`src/sv/vstf_pkg.sv`:
```
`default_nettype none
// ----------------------------------------------------------------------------
// vstf_pkg
// Shared types and constants of the video stream to framebuffer writer.
// ----------------------------------------------------------------------------
package vstf_pkg;

	localparam int MAX_WIDTH_DEF  = 640;
	localparam int MAX_HEIGHT_DEF = 480;

	localparam int QDEPTH = 4;
	localparam int QAW    = $clog2(QDEPTH);

	localparam int LIN_W  = 19;
	localparam int OFF_W  = 28;
	localparam int WORD_W = 24;

	localparam logic [11:0] SCREEN_W_RST = 12'd640;
	localparam logic [11:0] SCREEN_H_RST = 12'd480;
	localparam logic [15:0] PITCH_RST    = 16'd2560;

	localparam logic [7:0] GREY_MAX = 8'd255;

	localparam logic [7:0] CH_V    = 8'h56;
	localparam logic [7:0] CH_G    = 8'h47;
	localparam logic [7:0] CH_A    = 8'h41;
	localparam logic [7:0] CH_1    = 8'h31;
	localparam logic [7:0] CH_3    = 8'h33;
	localparam logic [7:0] CH_B    = 8'h42;
	localparam logic [7:0] CH_H    = 8'h48;
	localparam logic [7:0] CH_0    = 8'h30;

	localparam logic [3:0] HI_MAGIC_END = 4'd5;
	localparam logic [3:0] HI_LAST      = 4'd15;

	typedef enum logic [1:0] {
		CFG_OUTPUT_MODE   = 2'd0,
		CFG_SCREEN_WIDTH  = 2'd1,
		CFG_SCREEN_HEIGHT = 2'd2,
		CFG_ROW_PITCH     = 2'd3
	} cfg_index_t;

	typedef enum logic [1:0] {
		OM_RAW = 2'd0,
		OM_565 = 2'd1,
		OM_24  = 2'd2,
		OM_32  = 2'd3
	} out_mode_t;

	typedef enum logic [1:0] {
		HS_NONE      = 2'd0,
		HS_OK        = 2'd1,
		HS_BAD_MAGIC = 2'd2,
		HS_BAD_SIZE  = 2'd3
	} hdr_status_t;

	typedef enum logic [1:0] {
		PH_HEADER  = 2'd0,
		PH_PAYLOAD = 2'd1,
		PH_HALT    = 2'd2
	} phase_t;

	typedef struct packed {
		logic        is_hdr;
		hdr_status_t status;
		logic [7:0]  data;
	} q_entry_t;

	typedef struct packed {
		logic full;
		logic empty;
	} q_flags_t;

endpackage
`default_nettype wire

```
`src/sv/vstf_front.sv`:
```
`default_nettype none
// ----------------------------------------------------------------------------
// vstf_front
// Header parser: accepts file bytes, checks the header, queues verdicts and
// payload bytes.
// ----------------------------------------------------------------------------
module vstf_front import vstf_pkg::*; #(
	parameter int MAX_WIDTH  = MAX_WIDTH_DEF,
	parameter int MAX_HEIGHT = MAX_HEIGHT_DEF,
	localparam int WW = $clog2(MAX_WIDTH + 1),
	localparam int HW = $clog2(MAX_HEIGHT + 1)
) (
	input  wire logic           clk,
	input  wire logic           arst_n,
	input  wire logic           in_valid,
	output logic                in_ready,
	input  wire logic [7:0]     file_byte,
	input  wire q_flags_t       q_flags,
	output logic                q_push,
	output q_entry_t            q_wdata,
	output logic                hdr_packed,
	output logic [WW-1:0]       hdr_width,
	output logic [HW-1:0]       hdr_height,
	output logic [15:0]         hdr_rate,
	output logic [31:0]         hdr_total
);

	phase_t      phase_q, phase_d;
	logic [3:0]  idx_q;
	logic [23:0] hold_q;
	logic        packed_q;
	logic [WW-1:0] width_q;
	logic [HW-1:0] height_q;
	logic [15:0] rate_q;
	logic [31:0] total_q;
	logic        acc;
	logic        magic_bad;
	logic        size_bad;
	logic [7:0]  lead_ch;
	logic [15:0] word16;

	assign in_ready = (phase_q == PH_HALT) || !q_flags.full;
	assign acc      = in_valid && in_ready;
	assign word16   = {file_byte, hold_q[7:0]};
	assign size_bad = (width_q == '0) || (height_q == '0) || (rate_q == '0);

	always_comb begin
		unique case (idx_q[1:0])
			2'd0: lead_ch = CH_V;
			2'd1: lead_ch = CH_G;
			2'd2: lead_ch = CH_A;
			2'd3: lead_ch = CH_1;
		endcase
		magic_bad = hold_q[0] || (file_byte != (packed_q ? CH_0 : CH_H));
	end

	always_comb begin
		phase_d = phase_q;
		q_push  = 1'b0;
		q_wdata = '{is_hdr: 1'b1, status: HS_NONE, data: file_byte};
		unique case (phase_q)
			PH_HEADER: begin
				if (acc && idx_q == HI_MAGIC_END && magic_bad) begin
					phase_d = PH_HALT;
					q_push  = 1'b1;
					q_wdata.status = HS_BAD_MAGIC;
				end else if (acc && idx_q == HI_LAST) begin
					phase_d = size_bad ? PH_HALT : PH_PAYLOAD;
					q_push  = 1'b1;
					q_wdata.status = size_bad ? HS_BAD_SIZE : HS_OK;
				end
			end
			PH_PAYLOAD: begin
				q_push = acc;
				q_wdata.is_hdr = 1'b0;
			end
			default: begin
				phase_d = PH_HALT;
			end
		endcase
	end

	always_ff @(posedge clk or negedge arst_n) begin
		if (!arst_n) begin
			phase_q <= PH_HEADER;
		end else begin
			phase_q <= phase_d;
		end
	end

	always_ff @(posedge clk or negedge arst_n) begin
		if (!arst_n) begin
			idx_q    <= '0;
			hold_q   <= '0;
			packed_q <= 1'b0;
			width_q  <= '0;
			height_q <= '0;
			rate_q   <= '0;
			total_q  <= '0;
		end else if (acc && phase_q == PH_HEADER) begin
			idx_q <= idx_q + 4'd1;
			unique case (idx_q)
				4'd0: hold_q <= {23'd0, file_byte != lead_ch};
				4'd1, 4'd2, 4'd3: hold_q[0] <= hold_q[0] | (file_byte != lead_ch);
				4'd4: begin
					packed_q <= (file_byte == CH_B);
					if (file_byte != CH_B && file_byte != CH_3) begin
						hold_q[0] <= 1'b1;
					end
				end
				4'd5: hold_q <= '0;
				4'd6, 4'd8, 4'd10, 4'd12: hold_q <= {16'd0, file_byte};
				4'd7: width_q <= (word16 >= 16'd1 && word16 <= 16'(MAX_WIDTH)) ?
					word16[WW-1:0] : '0;
				4'd9: height_q <= (word16 >= 16'd1 && word16 <= 16'(MAX_HEIGHT)) ?
					word16[HW-1:0] : '0;
				4'd11: rate_q <= word16;
				4'd13: hold_q[15:8] <= file_byte;
				4'd14: hold_q[23:16] <= file_byte;
				4'd15: total_q <= {file_byte, hold_q};
			endcase
		end
	end

	assign hdr_packed = packed_q;
	assign hdr_width  = width_q;
	assign hdr_height = height_q;
	assign hdr_rate   = rate_q;
	assign hdr_total  = total_q;

endmodule
`default_nettype wire

```
`src/sv/vstf_fifo.sv`:
```
`default_nettype none
// ----------------------------------------------------------------------------
// vstf_fifo
// Short queue between the header parser and the pixel writer.
// ----------------------------------------------------------------------------
module vstf_fifo import vstf_pkg::*; (
	input  wire logic     clk,
	input  wire logic     arst_n,
	input  wire logic     push,
	input  wire q_entry_t wdata,
	input  wire logic     pop,
	output q_entry_t      rdata,
	output q_flags_t      flags
);

	q_entry_t       mem_q [QDEPTH];
	logic [QAW-1:0] wr_q, rd_q;
	logic [QAW:0]   cnt_q;

	assign flags.full  = (cnt_q == (QAW+1)'(QDEPTH));
	assign flags.empty = (cnt_q == '0);
	assign rdata       = mem_q[rd_q];

	always_ff @(posedge clk) begin
		if (push) begin
			mem_q[wr_q] <= wdata;
		end
	end

	always_ff @(posedge clk or negedge arst_n) begin
		if (!arst_n) begin
			wr_q  <= '0;
			rd_q  <= '0;
			cnt_q <= '0;
		end else begin
			if (push) begin
				wr_q <= wr_q + 1'b1;
			end
			if (pop) begin
				rd_q <= rd_q + 1'b1;
			end
			unique case ({push, pop})
				2'b10:   cnt_q <= cnt_q + 1'b1;
				2'b01:   cnt_q <= cnt_q - 1'b1;
				default: cnt_q <= cnt_q;
			endcase
		end
	end

endmodule
`default_nettype wire

```
`src/sv/vstf_back.sv`:
```
`default_nettype none
// ----------------------------------------------------------------------------
// vstf_back
// Pixel writer: expands queued bytes into pixels, tracks position, converts
// and crops, and holds the result register.
// ----------------------------------------------------------------------------
module vstf_back import vstf_pkg::*; #(
	parameter int MAX_WIDTH  = MAX_WIDTH_DEF,
	parameter int MAX_HEIGHT = MAX_HEIGHT_DEF,
	localparam int WW = $clog2(MAX_WIDTH + 1),
	localparam int HW = $clog2(MAX_HEIGHT + 1)
) (
	input  wire logic              clk,
	input  wire logic              arst_n,
	input  wire q_entry_t          q_rdata,
	input  wire q_flags_t          q_flags,
	output logic                   q_pop,
	input  wire logic              hdr_packed,
	input  wire logic [WW-1:0]     hdr_width,
	input  wire logic [HW-1:0]     hdr_height,
	input  wire logic [15:0]       hdr_rate,
	input  wire logic [31:0]       hdr_total,
	input  wire out_mode_t         output_mode,
	input  wire logic [11:0]       screen_width,
	input  wire logic [11:0]       screen_height,
	input  wire logic [15:0]       row_pitch,
	output logic                   out_valid,
	input  wire logic              out_ready,
	output logic                   write_valid,
	output logic [OFF_W-1:0]       fb_offset,
	output logic [WORD_W-1:0]      pixel_word,
	output logic [2:0]             pixel_bytes,
	output logic [1:0]             header_status,
	output logic [15:0]            frame_rate,
	output logic                   frame_end,
	output logic                   stream_end,
	output logic                   last
);

	logic              out_valid_q;
	logic              halted_q;
	logic [2:0]        bit_q;
	logic [WW-1:0]     col_q;
	logic [HW-1:0]     row_q;
	logic [LIN_W-1:0]  lin_q;
	logic [OFF_W-1:0]  row_base_q;
	logic [31:0]       done_q;

	logic              wv_q, fend_q, send_q, last_q;
	logic [OFF_W-1:0]  off_q;
	logic [WORD_W-1:0] word_q;
	logic [2:0]        nb_q;
	hdr_status_t       hs_q;
	logic [15:0]       rate_q;

	logic              advance, work, pix, last_pix, fend, halt_hit, visible;
	logic [7:0]        grey;
	logic [2:0]        nb;
	logic [OFF_W-1:0]  col_ext, col_off, pix_off;
	logic [WORD_W-1:0] pix_word;
	logic [WW:0]       col_nx;
	logic [HW:0]       row_nx;
	logic [31:0]       done_nx;

	always_comb begin
		advance  = !out_valid_q || out_ready;
		work     = advance && !q_flags.empty;
		pix      = work && !q_rdata.is_hdr && !halted_q;
		grey     = hdr_packed ? (q_rdata.data[bit_q] ? GREY_MAX : 8'd0) : q_rdata.data;
		col_nx   = {1'b0, col_q} + 1'b1;
		row_nx   = {1'b0, row_q} + 1'b1;
		done_nx  = done_q + 32'd1;
		fend     = (col_nx == {1'b0, hdr_width}) && (row_nx == {1'b0, hdr_height});
		halt_hit = fend && (hdr_total != '0) && (done_nx == hdr_total);
		last_pix = !hdr_packed || (bit_q == 3'd7) || fend;
		q_pop    = work && (q_rdata.is_hdr || halted_q || last_pix);
		visible  = (12'(col_q) < screen_width) && (12'(row_q) < screen_height);
		col_ext  = OFF_W'(col_q);
		unique case (output_mode)
			OM_RAW: begin
				nb = 3'd1;
				col_off = col_ext;
			end
			OM_565: begin
				nb = 3'd2;
				col_off = col_ext << 1;
			end
			OM_24: begin
				nb = 3'd3;
				col_off = (col_ext << 1) + col_ext;
			end
			OM_32: begin
				nb = 3'd4;
				col_off = col_ext << 2;
			end
		endcase
		if (output_mode == OM_RAW) begin
			pix_off  = OFF_W'(lin_q);
			pix_word = WORD_W'(grey);
		end else if (visible) begin
			pix_off  = row_base_q + col_off;
			pix_word = (output_mode == OM_565) ?
				WORD_W'({grey[7:3], grey[7:2], grey[7:3]}) : {grey, grey, grey};
		end else begin
			pix_off  = '0;
			pix_word = '0;
		end
	end

	always_ff @(posedge clk or negedge arst_n) begin
		if (!arst_n) begin
			out_valid_q <= 1'b0;
			halted_q    <= 1'b0;
			bit_q       <= '0;
			col_q       <= '0;
			row_q       <= '0;
			lin_q       <= '0;
			row_base_q  <= '0;
			done_q      <= '0;
		end else begin
			if (advance) begin
				out_valid_q <= work && (q_rdata.is_hdr || !halted_q);
			end
			if (q_pop) begin
				bit_q <= '0;
			end else if (pix) begin
				bit_q <= bit_q + 3'd1;
			end
			if (work && q_rdata.is_hdr) begin
				halted_q   <= (q_rdata.status != HS_OK);
				col_q      <= '0;
				row_q      <= '0;
				lin_q      <= '0;
				row_base_q <= '0;
				done_q     <= '0;
			end else if (pix) begin
				if (fend) begin
					done_q     <= done_nx;
					col_q      <= '0;
					row_q      <= '0;
					lin_q      <= '0;
					row_base_q <= '0;
					if (halt_hit) begin
						halted_q <= 1'b1;
					end
				end else begin
					lin_q <= lin_q + 1'b1;
					if (col_nx == {1'b0, hdr_width}) begin
						col_q      <= '0;
						row_q      <= row_nx[HW-1:0];
						row_base_q <= row_base_q + OFF_W'(row_pitch);
					end else begin
						col_q <= col_nx[WW-1:0];
					end
				end
			end
		end
	end

	always_ff @(posedge clk) begin
		if (work && q_rdata.is_hdr) begin
			wv_q   <= 1'b0;
			off_q  <= '0;
			word_q <= '0;
			nb_q   <= 3'd1;
			hs_q   <= q_rdata.status;
			rate_q <= (q_rdata.status == HS_OK) ? hdr_rate : 16'd0;
			fend_q <= 1'b0;
			send_q <= 1'b0;
			last_q <= 1'b1;
		end else if (pix) begin
			wv_q   <= (output_mode == OM_RAW) || visible;
			off_q  <= pix_off;
			word_q <= pix_word;
			nb_q   <= nb;
			hs_q   <= HS_NONE;
			rate_q <= 16'd0;
			fend_q <= fend;
			send_q <= halt_hit;
			last_q <= last_pix;
		end
	end

	assign out_valid     = out_valid_q;
	assign write_valid   = wv_q;
	assign fb_offset     = off_q;
	assign pixel_word    = word_q;
	assign pixel_bytes   = nb_q;
	assign header_status = hs_q;
	assign frame_rate    = rate_q;
	assign frame_end     = fend_q;
	assign stream_end    = send_q;
	assign last          = last_q;

endmodule
`default_nettype wire

```
`src/sv/video_stream_to_framebuffer_top.sv`:
```
`default_nettype none
// ----------------------------------------------------------------------------
// video_stream_to_framebuffer_top
// Raw video file parser that turns file bytes into framebuffer writes.
//
// Input channel in_valid/in_ready/file_byte takes one file byte per
// transaction: a 16-byte header, then frame payload. Output channel
// out_valid/out_ready carries one result per transaction: a header verdict
// or one pixel write; last marks the final result of a byte.
// Config channel cfg_valid/cfg_ready/cfg_index/cfg_data is always ready;
// write it only while the block is idle.
// The accepting edge writes a payload byte or header verdict into the queue;
// the result register is loaded from the queue head once it can advance.
// Throughput: one byte per cycle for 8-bit frames while results are taken;
// packed frames expand each byte into up to eight single-pixel writes.
// When the receiver stalls the result register holds, the four-entry queue
// fills and in_ready drops. Bytes after a rejected header or the last
// counted frame are accepted and dropped.
// Reset puts the parser in header phase and loads the register defaults
// (raw mode, 640 x 480 screen, pitch 2560).
// ----------------------------------------------------------------------------
module video_stream_to_framebuffer_top import vstf_pkg::*; #(
	parameter int MAX_WIDTH  = MAX_WIDTH_DEF,
	parameter int MAX_HEIGHT = MAX_HEIGHT_DEF
) (
	input  wire logic              clk,
	input  wire logic              arst_n,
	input  wire logic              in_valid,
	output logic                   in_ready,
	input  wire logic [7:0]        file_byte,
	output logic                   out_valid,
	input  wire logic              out_ready,
	output logic                   write_valid,
	output logic [OFF_W-1:0]       fb_offset,
	output logic [WORD_W-1:0]      pixel_word,
	output logic [2:0]             pixel_bytes,
	output logic [1:0]             header_status,
	output logic [15:0]            frame_rate,
	output logic                   frame_end,
	output logic                   stream_end,
	output logic                   last,
	input  wire logic              cfg_valid,
	output logic                   cfg_ready,
	input  wire logic [1:0]        cfg_index,
	input  wire logic [15:0]       cfg_data
);

	localparam int WW = $clog2(MAX_WIDTH + 1);
	localparam int HW = $clog2(MAX_HEIGHT + 1);

	out_mode_t     mode_q;
	logic [11:0]   scr_w_q, scr_h_q;
	logic [15:0]   pitch_q;

	q_flags_t      q_flags;
	q_entry_t      q_wdata, q_rdata;
	logic          q_push, q_pop;
	logic          hdr_packed;
	logic [WW-1:0] hdr_width;
	logic [HW-1:0] hdr_height;
	logic [15:0]   hdr_rate;
	logic [31:0]   hdr_total;

	assign cfg_ready = 1'b1;

	always_ff @(posedge clk or negedge arst_n) begin
		if (!arst_n) begin
			mode_q  <= OM_RAW;
			scr_w_q <= SCREEN_W_RST;
			scr_h_q <= SCREEN_H_RST;
			pitch_q <= PITCH_RST;
		end else if (cfg_valid && cfg_ready) begin
			unique case (cfg_index_t'(cfg_index))
				CFG_OUTPUT_MODE:   mode_q  <= out_mode_t'(cfg_data[1:0]);
				CFG_SCREEN_WIDTH:  scr_w_q <= cfg_data[11:0];
				CFG_SCREEN_HEIGHT: scr_h_q <= cfg_data[11:0];
				CFG_ROW_PITCH:     pitch_q <= cfg_data;
			endcase
		end
	end

	vstf_front #(
		.MAX_WIDTH  (MAX_WIDTH),
		.MAX_HEIGHT (MAX_HEIGHT)
	) u_front (
		.clk        (clk),
		.arst_n     (arst_n),
		.in_valid   (in_valid),
		.in_ready   (in_ready),
		.file_byte  (file_byte),
		.q_flags    (q_flags),
		.q_push     (q_push),
		.q_wdata    (q_wdata),
		.hdr_packed (hdr_packed),
		.hdr_width  (hdr_width),
		.hdr_height (hdr_height),
		.hdr_rate   (hdr_rate),
		.hdr_total  (hdr_total)
	);

	vstf_fifo u_fifo (
		.clk    (clk),
		.arst_n (arst_n),
		.push   (q_push),
		.wdata  (q_wdata),
		.pop    (q_pop),
		.rdata  (q_rdata),
		.flags  (q_flags)
	);

	vstf_back #(
		.MAX_WIDTH  (MAX_WIDTH),
		.MAX_HEIGHT (MAX_HEIGHT)
	) u_back (
		.clk           (clk),
		.arst_n        (arst_n),
		.q_rdata       (q_rdata),
		.q_flags       (q_flags),
		.q_pop         (q_pop),
		.hdr_packed    (hdr_packed),
		.hdr_width     (hdr_width),
		.hdr_height    (hdr_height),
		.hdr_rate      (hdr_rate),
		.hdr_total     (hdr_total),
		.output_mode   (mode_q),
		.screen_width  (scr_w_q),
		.screen_height (scr_h_q),
		.row_pitch     (pitch_q),
		.out_valid     (out_valid),
		.out_ready     (out_ready),
		.write_valid   (write_valid),
		.fb_offset     (fb_offset),
		.pixel_word    (pixel_word),
		.pixel_bytes   (pixel_bytes),
		.header_status (header_status),
		.frame_rate    (frame_rate),
		.frame_end     (frame_end),
		.stream_end    (stream_end),
		.last          (last)
	);

	a_hdr_shape: assert property (@(posedge clk) disable iff (!arst_n)
		out_valid && header_status != HS_NONE |-> !write_valid && last && !frame_end)
		else $error("header verdict with pixel fields");

	a_stream_end: assert property (@(posedge clk) disable iff (!arst_n)
		out_valid && stream_end |-> frame_end && last)
		else $error("stream end outside frame end");

	a_frame_last: assert property (@(posedge clk) disable iff (!arst_n)
		out_valid && frame_end |-> last)
		else $error("frame end not last of byte");

	a_queue_flags: assert property (@(posedge clk) disable iff (!arst_n)
		!(q_flags.full && q_flags.empty))
		else $error("queue full and empty");

	a_pop_data: assert property (@(posedge clk) disable iff (!arst_n)
		q_pop |-> !q_flags.empty)
		else $error("pop from empty queue");

endmodule
`default_nettype wire
```
`config.mk`:
```
export PLATFORM = sky130hd
export DESIGN_NAME = video_stream_to_framebuffer_top
export DESIGN_NICKNAME = d
export VERILOG_FILES = /design/src/sv/vstf_pkg.sv /design/src/sv/vstf_front.sv /design/src/sv/vstf_fifo.sv /design/src/sv/vstf_back.sv /design/src/sv/video_stream_to_framebuffer_top.sv
export SDC_FILE = /design/constraint.sdc
export NUM_CORES = 1
export LEC_CHECK = 0
export CAP_MARGIN = 10
export CORE_ASPECT_RATIO = 0.7
export CORE_MARGIN = 2
export CORE_UTILIZATION = 34
export CTS_CLUSTER_SIZE = 14
export DETAILED_ROUTE_END_ITERATION = 10
export DONT_BUFFER_PORTS = 1
export PLACE_DENSITY = 0.47
export REMOVE_ABC_BUFFERS = 1
export SKIP_CTS_REPAIR_TIMING = 1
export SLEW_MARGIN = 20
export SYNTH_ARGS = -nofsm -noshare
export SYNTH_HDL_FRONTEND = slang
export SYNTH_SLANG_ARGS = --single-unit
```
`constraint.sdc`:
```
create_clock -name clk -period 5.2 [get_ports clk]
set_input_delay 0.26 -clock clk [delete_from_list [all_inputs] [get_ports clk]]
set_output_delay 0.26 -clock clk [all_outputs]
set_load 0.005 [all_outputs]
```
==> results of run 1 <==
placed cells by master, fill, tap and decap left out, types with 11 or more instances in the layout:
master / count
dfxtp_1: 59
dlygate4sd3_1: 28
dfrtp_1: 242
nor4_1: 33
and2_1: 29
a21oi_1: 85
edfxtp_1: 62
o31ai_1: 30
or3_1: 17
a31oi_1: 22
ha_1: 77
nand2_1: 256
xnor2_1: 72
mux4_2: 13
or4_1: 11
buf_4: 26
nand4_1: 42
and3_1: 38
nor3_1: 30
mux2_2: 72
nand3_1: 43
o211ai_1: 15
inv_1: 54
xor2_1: 71
and4_1: 11
o21ai_0: 164
a22o_1: 38
clkbuf_16: 43
nor2b_1: 18
nor2_1: 111
nand2b_1: 13
a21o_1: 19
layer usage:
layer	part of all wire [%]	global-route usage [%]	up-vias
met1	50	30.5	7726
met3	7.4	5.26	87
met5	0	0	-
met4	2.0	4.75	0
met2	41	27.8	426
li1	-	-	7375
sequential cells by signal, indices dropped and copies added (netlist names), 3 cells and up:
register / count
u_fifo.mem_q: 44
u_back.done_q: 32
u_front.hdr_total: 32
u_back.fb_offset: 28
u_back.row_base_q: 28
u_back.pixel_word: 24
u_front.hold_q: 24
u_back.lin_q: 19
pitch_q: 16
u_back.frame_rate: 16
u_front.hdr_rate: 16
scr_h_q: 12
scr_w_q: 12
u_back.col_q: 10
u_front.hdr_width: 10
u_back.row_q: 9
u_front.hdr_height: 9
u_front.idx_q: 4
u_back.bit_q: 3
u_back.pixel_bytes: 3
u_fifo.cnt_q: 3
area by class of cell:
cell class                 count  area, µm²  share of cell area (%)
clock buffer                  56       1170                    5.23
tap                          760        951                    4.23
antenna                        1       2.50                  0.0111
sequential                   371       9310                    41.4
timing repair buffer          54        475                    2.12
clock inverter                21        246                    1.10
multi-input combinational   1493      10100                    45.0
inverter                      56        210                   0.935
worst min-delay path by stage:
stage | startpoint | endpoint | slack [ps] | cells past startpoint
CTS | arst_n | u_back.done_q[2] | -630 | 0
global placement | arst_n | pitch_q[7] | -10 | 0
global route | arst_n | pitch_q[7] | -610 | 0
finish | arst_n | scr_h_q[10] | -580 | 0
detailed placement | arst_n | pitch_q[7] | -10 | 0
floorplan | arst_n | mode_q[0] | -40 | 0
cells in the mapped netlist (38+ instances only):
library cell	n
nand2_1	256
o21ai_0	164
and3_1	38
xnor2_1	72
inv_1	54
ha_1	77
nor2_1	114
mux2_2	72
edfxtp_1	62
dfrtp_1	242
a21oi_1	85
nand3_1	43
xor2_1	71
dfxtp_1	59
a22o_1	38
nand4_1	42
clkbuf_1	75
critical path, delay by kind of cell, from the launching register on:
family	cells	cell delay, ps
compound gates	9	1980
xor+xnor	2	240
fa+ha+maj	3	1160
buf+inv	1	200
flops	1	520
simple gates	3	320
where the power goes:
group,internal (W),switching (W),total [W]
registers,0.00301,0.0000504,0.00306
logic,0.000167,0.000220,0.000387
clock network,0.00184,0.00125,0.00310
total,0.00502,0.00152,0.00655
logic make-up (layout without fill, tap and decap cells):
group	after synthesis	in the layout	synth area share [%]
AO/OA/AOI/OAI	482	482	15.5
XOR/XNOR	143	143	6.24
adder cells (fa/ha/maj)	81	81	5.20
buffers and inverters	171	187	3.46
flip-flops	371	371	46.3
multiplexers	95	95	5.99
other	1	2	0.0187
AND/OR/NAND/NOR	691	691	17.2
per-stage QoR:
| step | hold slack (ps) | worst slack, ps | utilization (%) |
|---|---|---|---|
| after CTS | -627 | 732 | 38.0 |
| after floorplan | -35.6 | -407 | - |
| after global placement | -12.6 | 838 | 35.6 |
| after detailed placement | -11.9 | 760 | 35.6 |
| after global routing | -611 | 412 | 38.5 |
| final | -577 | 689 | 38.5 |
==> flow_metrics.py, run 1 <==
metrics = {
    "floorplanning": {
        "core_mm2": 0.0583,
        "rows": 74,
        "dieArea_mm2": 0.0611,
        "die_h_um": 207,
        "ioPinCount": 111,
        "start_util_pct": 34.4,
        "die_x_um": 294,
    },
    "synthesis": {
        "yosysWarnings": 0,
        "yosysSeqAreaShare_pct": 46.3,
        "synth_area_leader_cell": "dfrtp_1",
        "netlist_area_mm2": 0.0201,
        "synth_cells": 2035,
        "synth_enable_flop_cells": 62,
        "synthFlopType": "dfrtp_1",
        "yosysTopAreaCellShare_pct": 30.2,
        "synth_area_leaders": "dfrtp_1 30%, edfxtp_1 9.3%, dfxtp_1 5.9%",
        "avgSynthCellArea_um2": 9.87,
        "ys_ff_latch": 371,
        "synth_cell_types": 86,
        "synthArstFlopShare_pct": 67.4,
    },
    "route": {
        "via_per_inst": 5.55,
        "drtIter0Drc": 1139,
        "wirelength_um": 62900,
        "vias": 15600,
        "antenna_left": 0,
        "wire_per_inst_um": 22.4,
        "drc": 0,
        "dr.pass1.iters": 7,
    },
    "clock_network": {
        "cts_sinks": 371,
        "htreeDepth": 2,
        "cts_root_buffer": "clkbuf_16",
        "cts_tree": "built",
        "cts_buffers": 42,
        "cts_buffer_depth": 3,
        "clkTransAtPathRegs_ps": 60,
        "clk-insertion-delay-late_ps": 580,
    },
    "sta": {
        "tightest_slew_ps": 938,
        "period_minus_slack_ps": 4510,
        "setup_viol": 0,
        "fin_tns_setup_ps": 0,
        "slew_headroom_pct": 37.3,
        "grt_setup_unrepaired": "no",
        "hold_ws_ps": -577,
        "period_share_pct": 86.7,
        "finalHoldViolCount": 250,
        "fmax_mhz": 222,
        "final_max_slew_viol_count": 0,
        "clock_skew_ps": 28.8,
    },
    "placed_design": {
        "numPlacedInstances": 2706,
        "dpl_cell_area_mm2": 0.0208,
        "place.gp.congestion": 0.884,
        "io_buffers": 0,
        "hpwl_um": 43300,
    },
    "min_path": {
        "hold_path_class": "primary input to asynchronous set/reset pin",
    },
    "setup_path": {
        "path_cells": "ha_1 > fa_1 > a21o_1 > a21oi_1 > nor2b_1 > o21a_1 > o41a_1 > xnor2_1 > nand2_1 > a2bb2oi_1 > ha_1 > and3_1 > a21oi_1 > a311oi_1 > buf_4 > o21ai_0 > xor2_1 > o31ai_1",
        "timing.rr.start": "u_back.col_q[0]",
        "critPathSlowestCell": "dfrtp_1",
        "reg2reg_to": "u_back.fb_offset[15]",
        "crit_path_end_kind": "flip-flop",
        "setup.worst_path.end": "u_back.fb_offset[15]",
        "crit_arrival_ps": 4990,
        "r2r_cells": 18,
        "cp-startpoint": "u_back.col_q[0]",
        "r2r_slack_ps": 690,
        "worstSetupPathType": "flip-flop to flip-flop",
        "cp.required_ps": 5680,
        "cpPeakStageDelay_ps": 520,
        "path_max_fanout": 13,
        "cp-start-kind": "flip-flop",
    },
    "outcome": {
        "status": "complete, but fails checks",
        "violations": "negative hold slack",
    },
    "final_layout": {
        "fillers": 5760,
        "design_area_mm2": 0.0225,
        "fin_cells": 2812,
        "area_delta_synth_final_pct": 11.9,
        "drive_above_1_share_pct": 10.7,
        "nets": 2130,
    },
    "power_and_ir_drop": {
        "finalPower_w": 0.00655,
        "p_per_area_mw_per_mm2": 291,
        "leakage_nw": 9.28,
        "irDropWorstVdd_mv": 0.213,
    },
    "global_routing": {
        "overflow": 0,
        "grt_pass1_vias": 14900,
        "grt_pass1_wl_um": 94300,
        "antenna_found_initial": 1,
        "groute.usage.overall_pct": 20.0,
        "grt_start_max_net_pins": 251,
    },
    "job": {
        "drv_cap": 0,
    },
}
Note: power is estimated with default switching activity, not from simulation.
==> run 2: changes to the inputs <==
Settings changed: ABC_AREA set to 1.
==> flow_metrics.py, run 2 <==
metrics = {
    "route": {
        "dr.pass1.iters": 5,
        "drc": 0,
        "drtIter0Drc": 1880,
        "antenna_left": 0,
        "wirelength_um": 70800,
        "vias": 18400,
        "via_per_inst": 5.22,
        "wire_per_inst_um": 20.1,
    },
    "floorplanning": {
        "die_x_um": 299,
        "dieArea_mm2": 0.0631,
        "ioPinCount": 111,
        "die_h_um": 211,
        "start_util_pct": 34.5,
        "rows": 75,
        "core_mm2": 0.0602,
    },
    "power_and_ir_drop": {
        "irDropWorstVdd_mv": 0.276,
        "p_per_area_mw_per_mm2": 437,
        "leakage_nw": 10.3,
        "finalPower_w": 0.0102,
    },
    "clock_network": {
        "cts_buffers": 43,
        "cts_tree": "built",
        "cts_sinks": 371,
        "clkTransAtPathRegs_ps": 60,
        "cts_root_buffer": "clkbuf_16",
        "cts_buffer_depth": 3,
        "htreeDepth": 2,
        "clk-insertion-delay-late_ps": 590,
    },
    "setup_path": {
        "r2r_slack_ps": 830,
        "cp.required_ps": 5650,
        "cp-startpoint": "u_back.col_q[0]",
        "crit_path_end_kind": "flip-flop",
        "worstSetupPathType": "flip-flop to flip-flop",
        "crit_arrival_ps": 4820,
        "cp-start-kind": "flip-flop",
        "reg2reg_to": "u_back.fb_offset[18]",
        "r2r_cells": 24,
        "timing.rr.start": "u_back.col_q[0]",
        "path_max_fanout": 9,
    },
    "synthesis": {
        "yosys.area_share.simple_pct": 26.5,
        "synth_area_leader_cell": "dfrtp_1",
        "synth_top_family_by_area": "simple AND/OR/NAND/NOR gates",
        "netlist_area_mm2": 0.0208,
        "synth_compound_area_share_pct": 13.2,
        "avgSynthCellArea_um2": 7.78,
        "synth_cells": 2668,
        "synth_enable_flop_cells": 62,
        "synthArstFlopShare_pct": 67.4,
        "synth_mux_area_share_pct": 0.217,
        "synthTopCellsByCount": "729 x nand2_1, 291 x inv_1, 242 x dfrtp_1",
        "synth_area_leaders": "dfrtp_1 29%, nand2_1 13%, edfxtp_1 9.0%",
        "yosysWarnings": 0,
        "synth_cell_types": 65,
        "synthXorXnorAreaFrac_pct": 2.79,
        "yosysTopAreaCellShare_pct": 29.2,
        "ys_ff_latch": 371,
        "yosysMostFrequentCell": "nand2_1",
        "yosysSeqAreaShare_pct": 44.9,
        "synthFlopType": "dfrtp_1",
        "synth_fa_ha_area_share_pct": 5.03,
    },
    "final_layout": {
        "fillers": 6162,
        "largest_reg_flops": 44,
        "postLayoutCoreUtil_pct": 38.7,
        "mostFrequentLayoutCells": "729 x nand2_1, 290 x inv_1, 242 x dfrtp_1",
        "regMostFlops": "u_fifo.mem_q",
        "mostFrequentLayoutCell": "nand2_1",
        "drive_above_1_share_pct": 6.68,
        "nets": 2785,
        "area_delta_synth_final_pct": 12.1,
    },
    "placed_design": {
        "post-place-ws_ps": 884,
        "place.gp.congestion": 0.892,
        "io_buffers": 0,
        "hpwl_um": 50500,
    },
    "outcome": {
        "status": "complete, but fails checks",
        "violations": "negative hold slack",
    },
    "sta": {
        "setup_viol": 0,
        "period_minus_slack_ps": 4370,
        "slew_headroom_pct": 28.3,
        "tightest_slew_ps": 1070,
        "period_share_pct": 84.0,
        "grt_setup_unrepaired": "no",
        "fin_tns_setup_ps": 0,
        "final_max_slew_viol_count": 0,
        "hold_ws_ps": -585,
        "clock_skew_ps": 35.2,
        "fin_ws_ps": 833,
        "fmax_mhz": 229,
        "finalHoldViolCount": 254,
    },
    "job": {
        "drv_cap": 0,
    },
    "min_path": {
        "hold_path_class": "primary input to asynchronous set/reset pin",
    },
    "global_routing": {
        "grt_start_max_net_pins": 251,
        "antenna_found_initial": 6,
        "grt_pass1_wl_um": 106000,
        "grt_pass1_vias": 16800,
        "overflow": 0,
        "groute.usage.overall_pct": 21.8,
    },
}
-- run 2: cell count changes in the layout (fill, tap and decap cells not counted), sizes merged, moves of 31 or more --
| cell | previous run | this run |
|---|---|---|
| a22o | 38 | 2 |
| and3 | 38 | 1 |
| nand3 | 43 | 222 |
| mux2 | 72 | 4 |
| and2 | 31 | 0 |
| inv | 56 | 307 |
| nand2 | 257 | 735 |
| nor2 | 114 | 234 |
| o21ai | 170 | 243 |
| xnor2 | 72 | 19 |
-- run 2: area by class of cell --
type,count,area (µm²),area share (%)
tap,808,1010,4.34
clock inverter,18,206,0.887
sequential,371,9310,40.0
timing repair buffer,43,375,1.61
inverter,303,1140,4.89
antenna,5,12.5,0.0538
multi-input combinational,1911,9940,42.7
clock buffer,62,1280,5.50
-- run 2: metal layers --
| metal | global-route usage [%] | wire, µm | vias up |
|---|---|---|---|
| met5 | 0 | 0 | - |
| met1 | 35.6 | 37500 | 8808 |
| li1 | - | - | 8869 |
| met2 | 29.0 | 26400 | 641 |
| met3 | 4.33 | 5930 | 69 |
| met4 | 4.00 | 982 | 0 |
-- run 2: worst max-delay path: stages, from the launching register on --
cell	delay [ps]
dfrtp_1	490
ha_1	380
fa_1	440
nand3_1	90
o211ai_1	120
nand2_1	80
nand2_1	60
a21oi_1	170
nor2_1	90
o21ai_0	200
nand2_1	100
nand2_1	70
nand3_1	60
a22oi_1	240
ha_1	320
a21o_1	210
a31oi_1	270
inv_1	80
nand2_1	60
nand2_1	160
nand2_1	180
xor2_1	170
nor2_1	60
nand2_1	70
a21oi_1	60
-- run 2: worst max path at each step --
stage	end	cells after the start
global placement	u_back.fb_offset[18]	24
finish	u_back.fb_offset[18]	24
global route	u_back.fb_offset[18]	24
floorplan	u_fifo.mem_q[0][8]	5
CTS	u_back.fb_offset[18]	24
detailed placement	u_back.fb_offset[18]	24
-- run 2: power by group --
group          internal (W)  total (W)  leakage [nW]  switching [W]
Combinational      0.000862    0.00312          5.56        0.00226
Sequential          0.00339    0.00383          4.02       0.000445
Clock               0.00188    0.00320         0.724        0.00133
-- run 2: metrics by stage --
| stage | std cells | area [µm²] |
|---|---|---|
| 2_1_floorplan | 2585 | 20400 |
| 3_3_place_gp | 3414 | 21500 |
| 3_5_place_dp | 3415 | 21600 |
| 4_1_cts | 3495 | 23000 |
| 5_1_grt | 3516 | 23300 |
| 6_report | 3521 | 23300 |
-- run 2: cells by family after synthesis --
| family | Yosys count |
|---|---|
| simple gates | 1291 |
| compound gates | 471 |
| buf+inv | 386 |
| flops | 371 |
| fa+ha+maj | 81 |
| xor+xnor | 63 |
| mux | 4 |
| other cells | 1 |
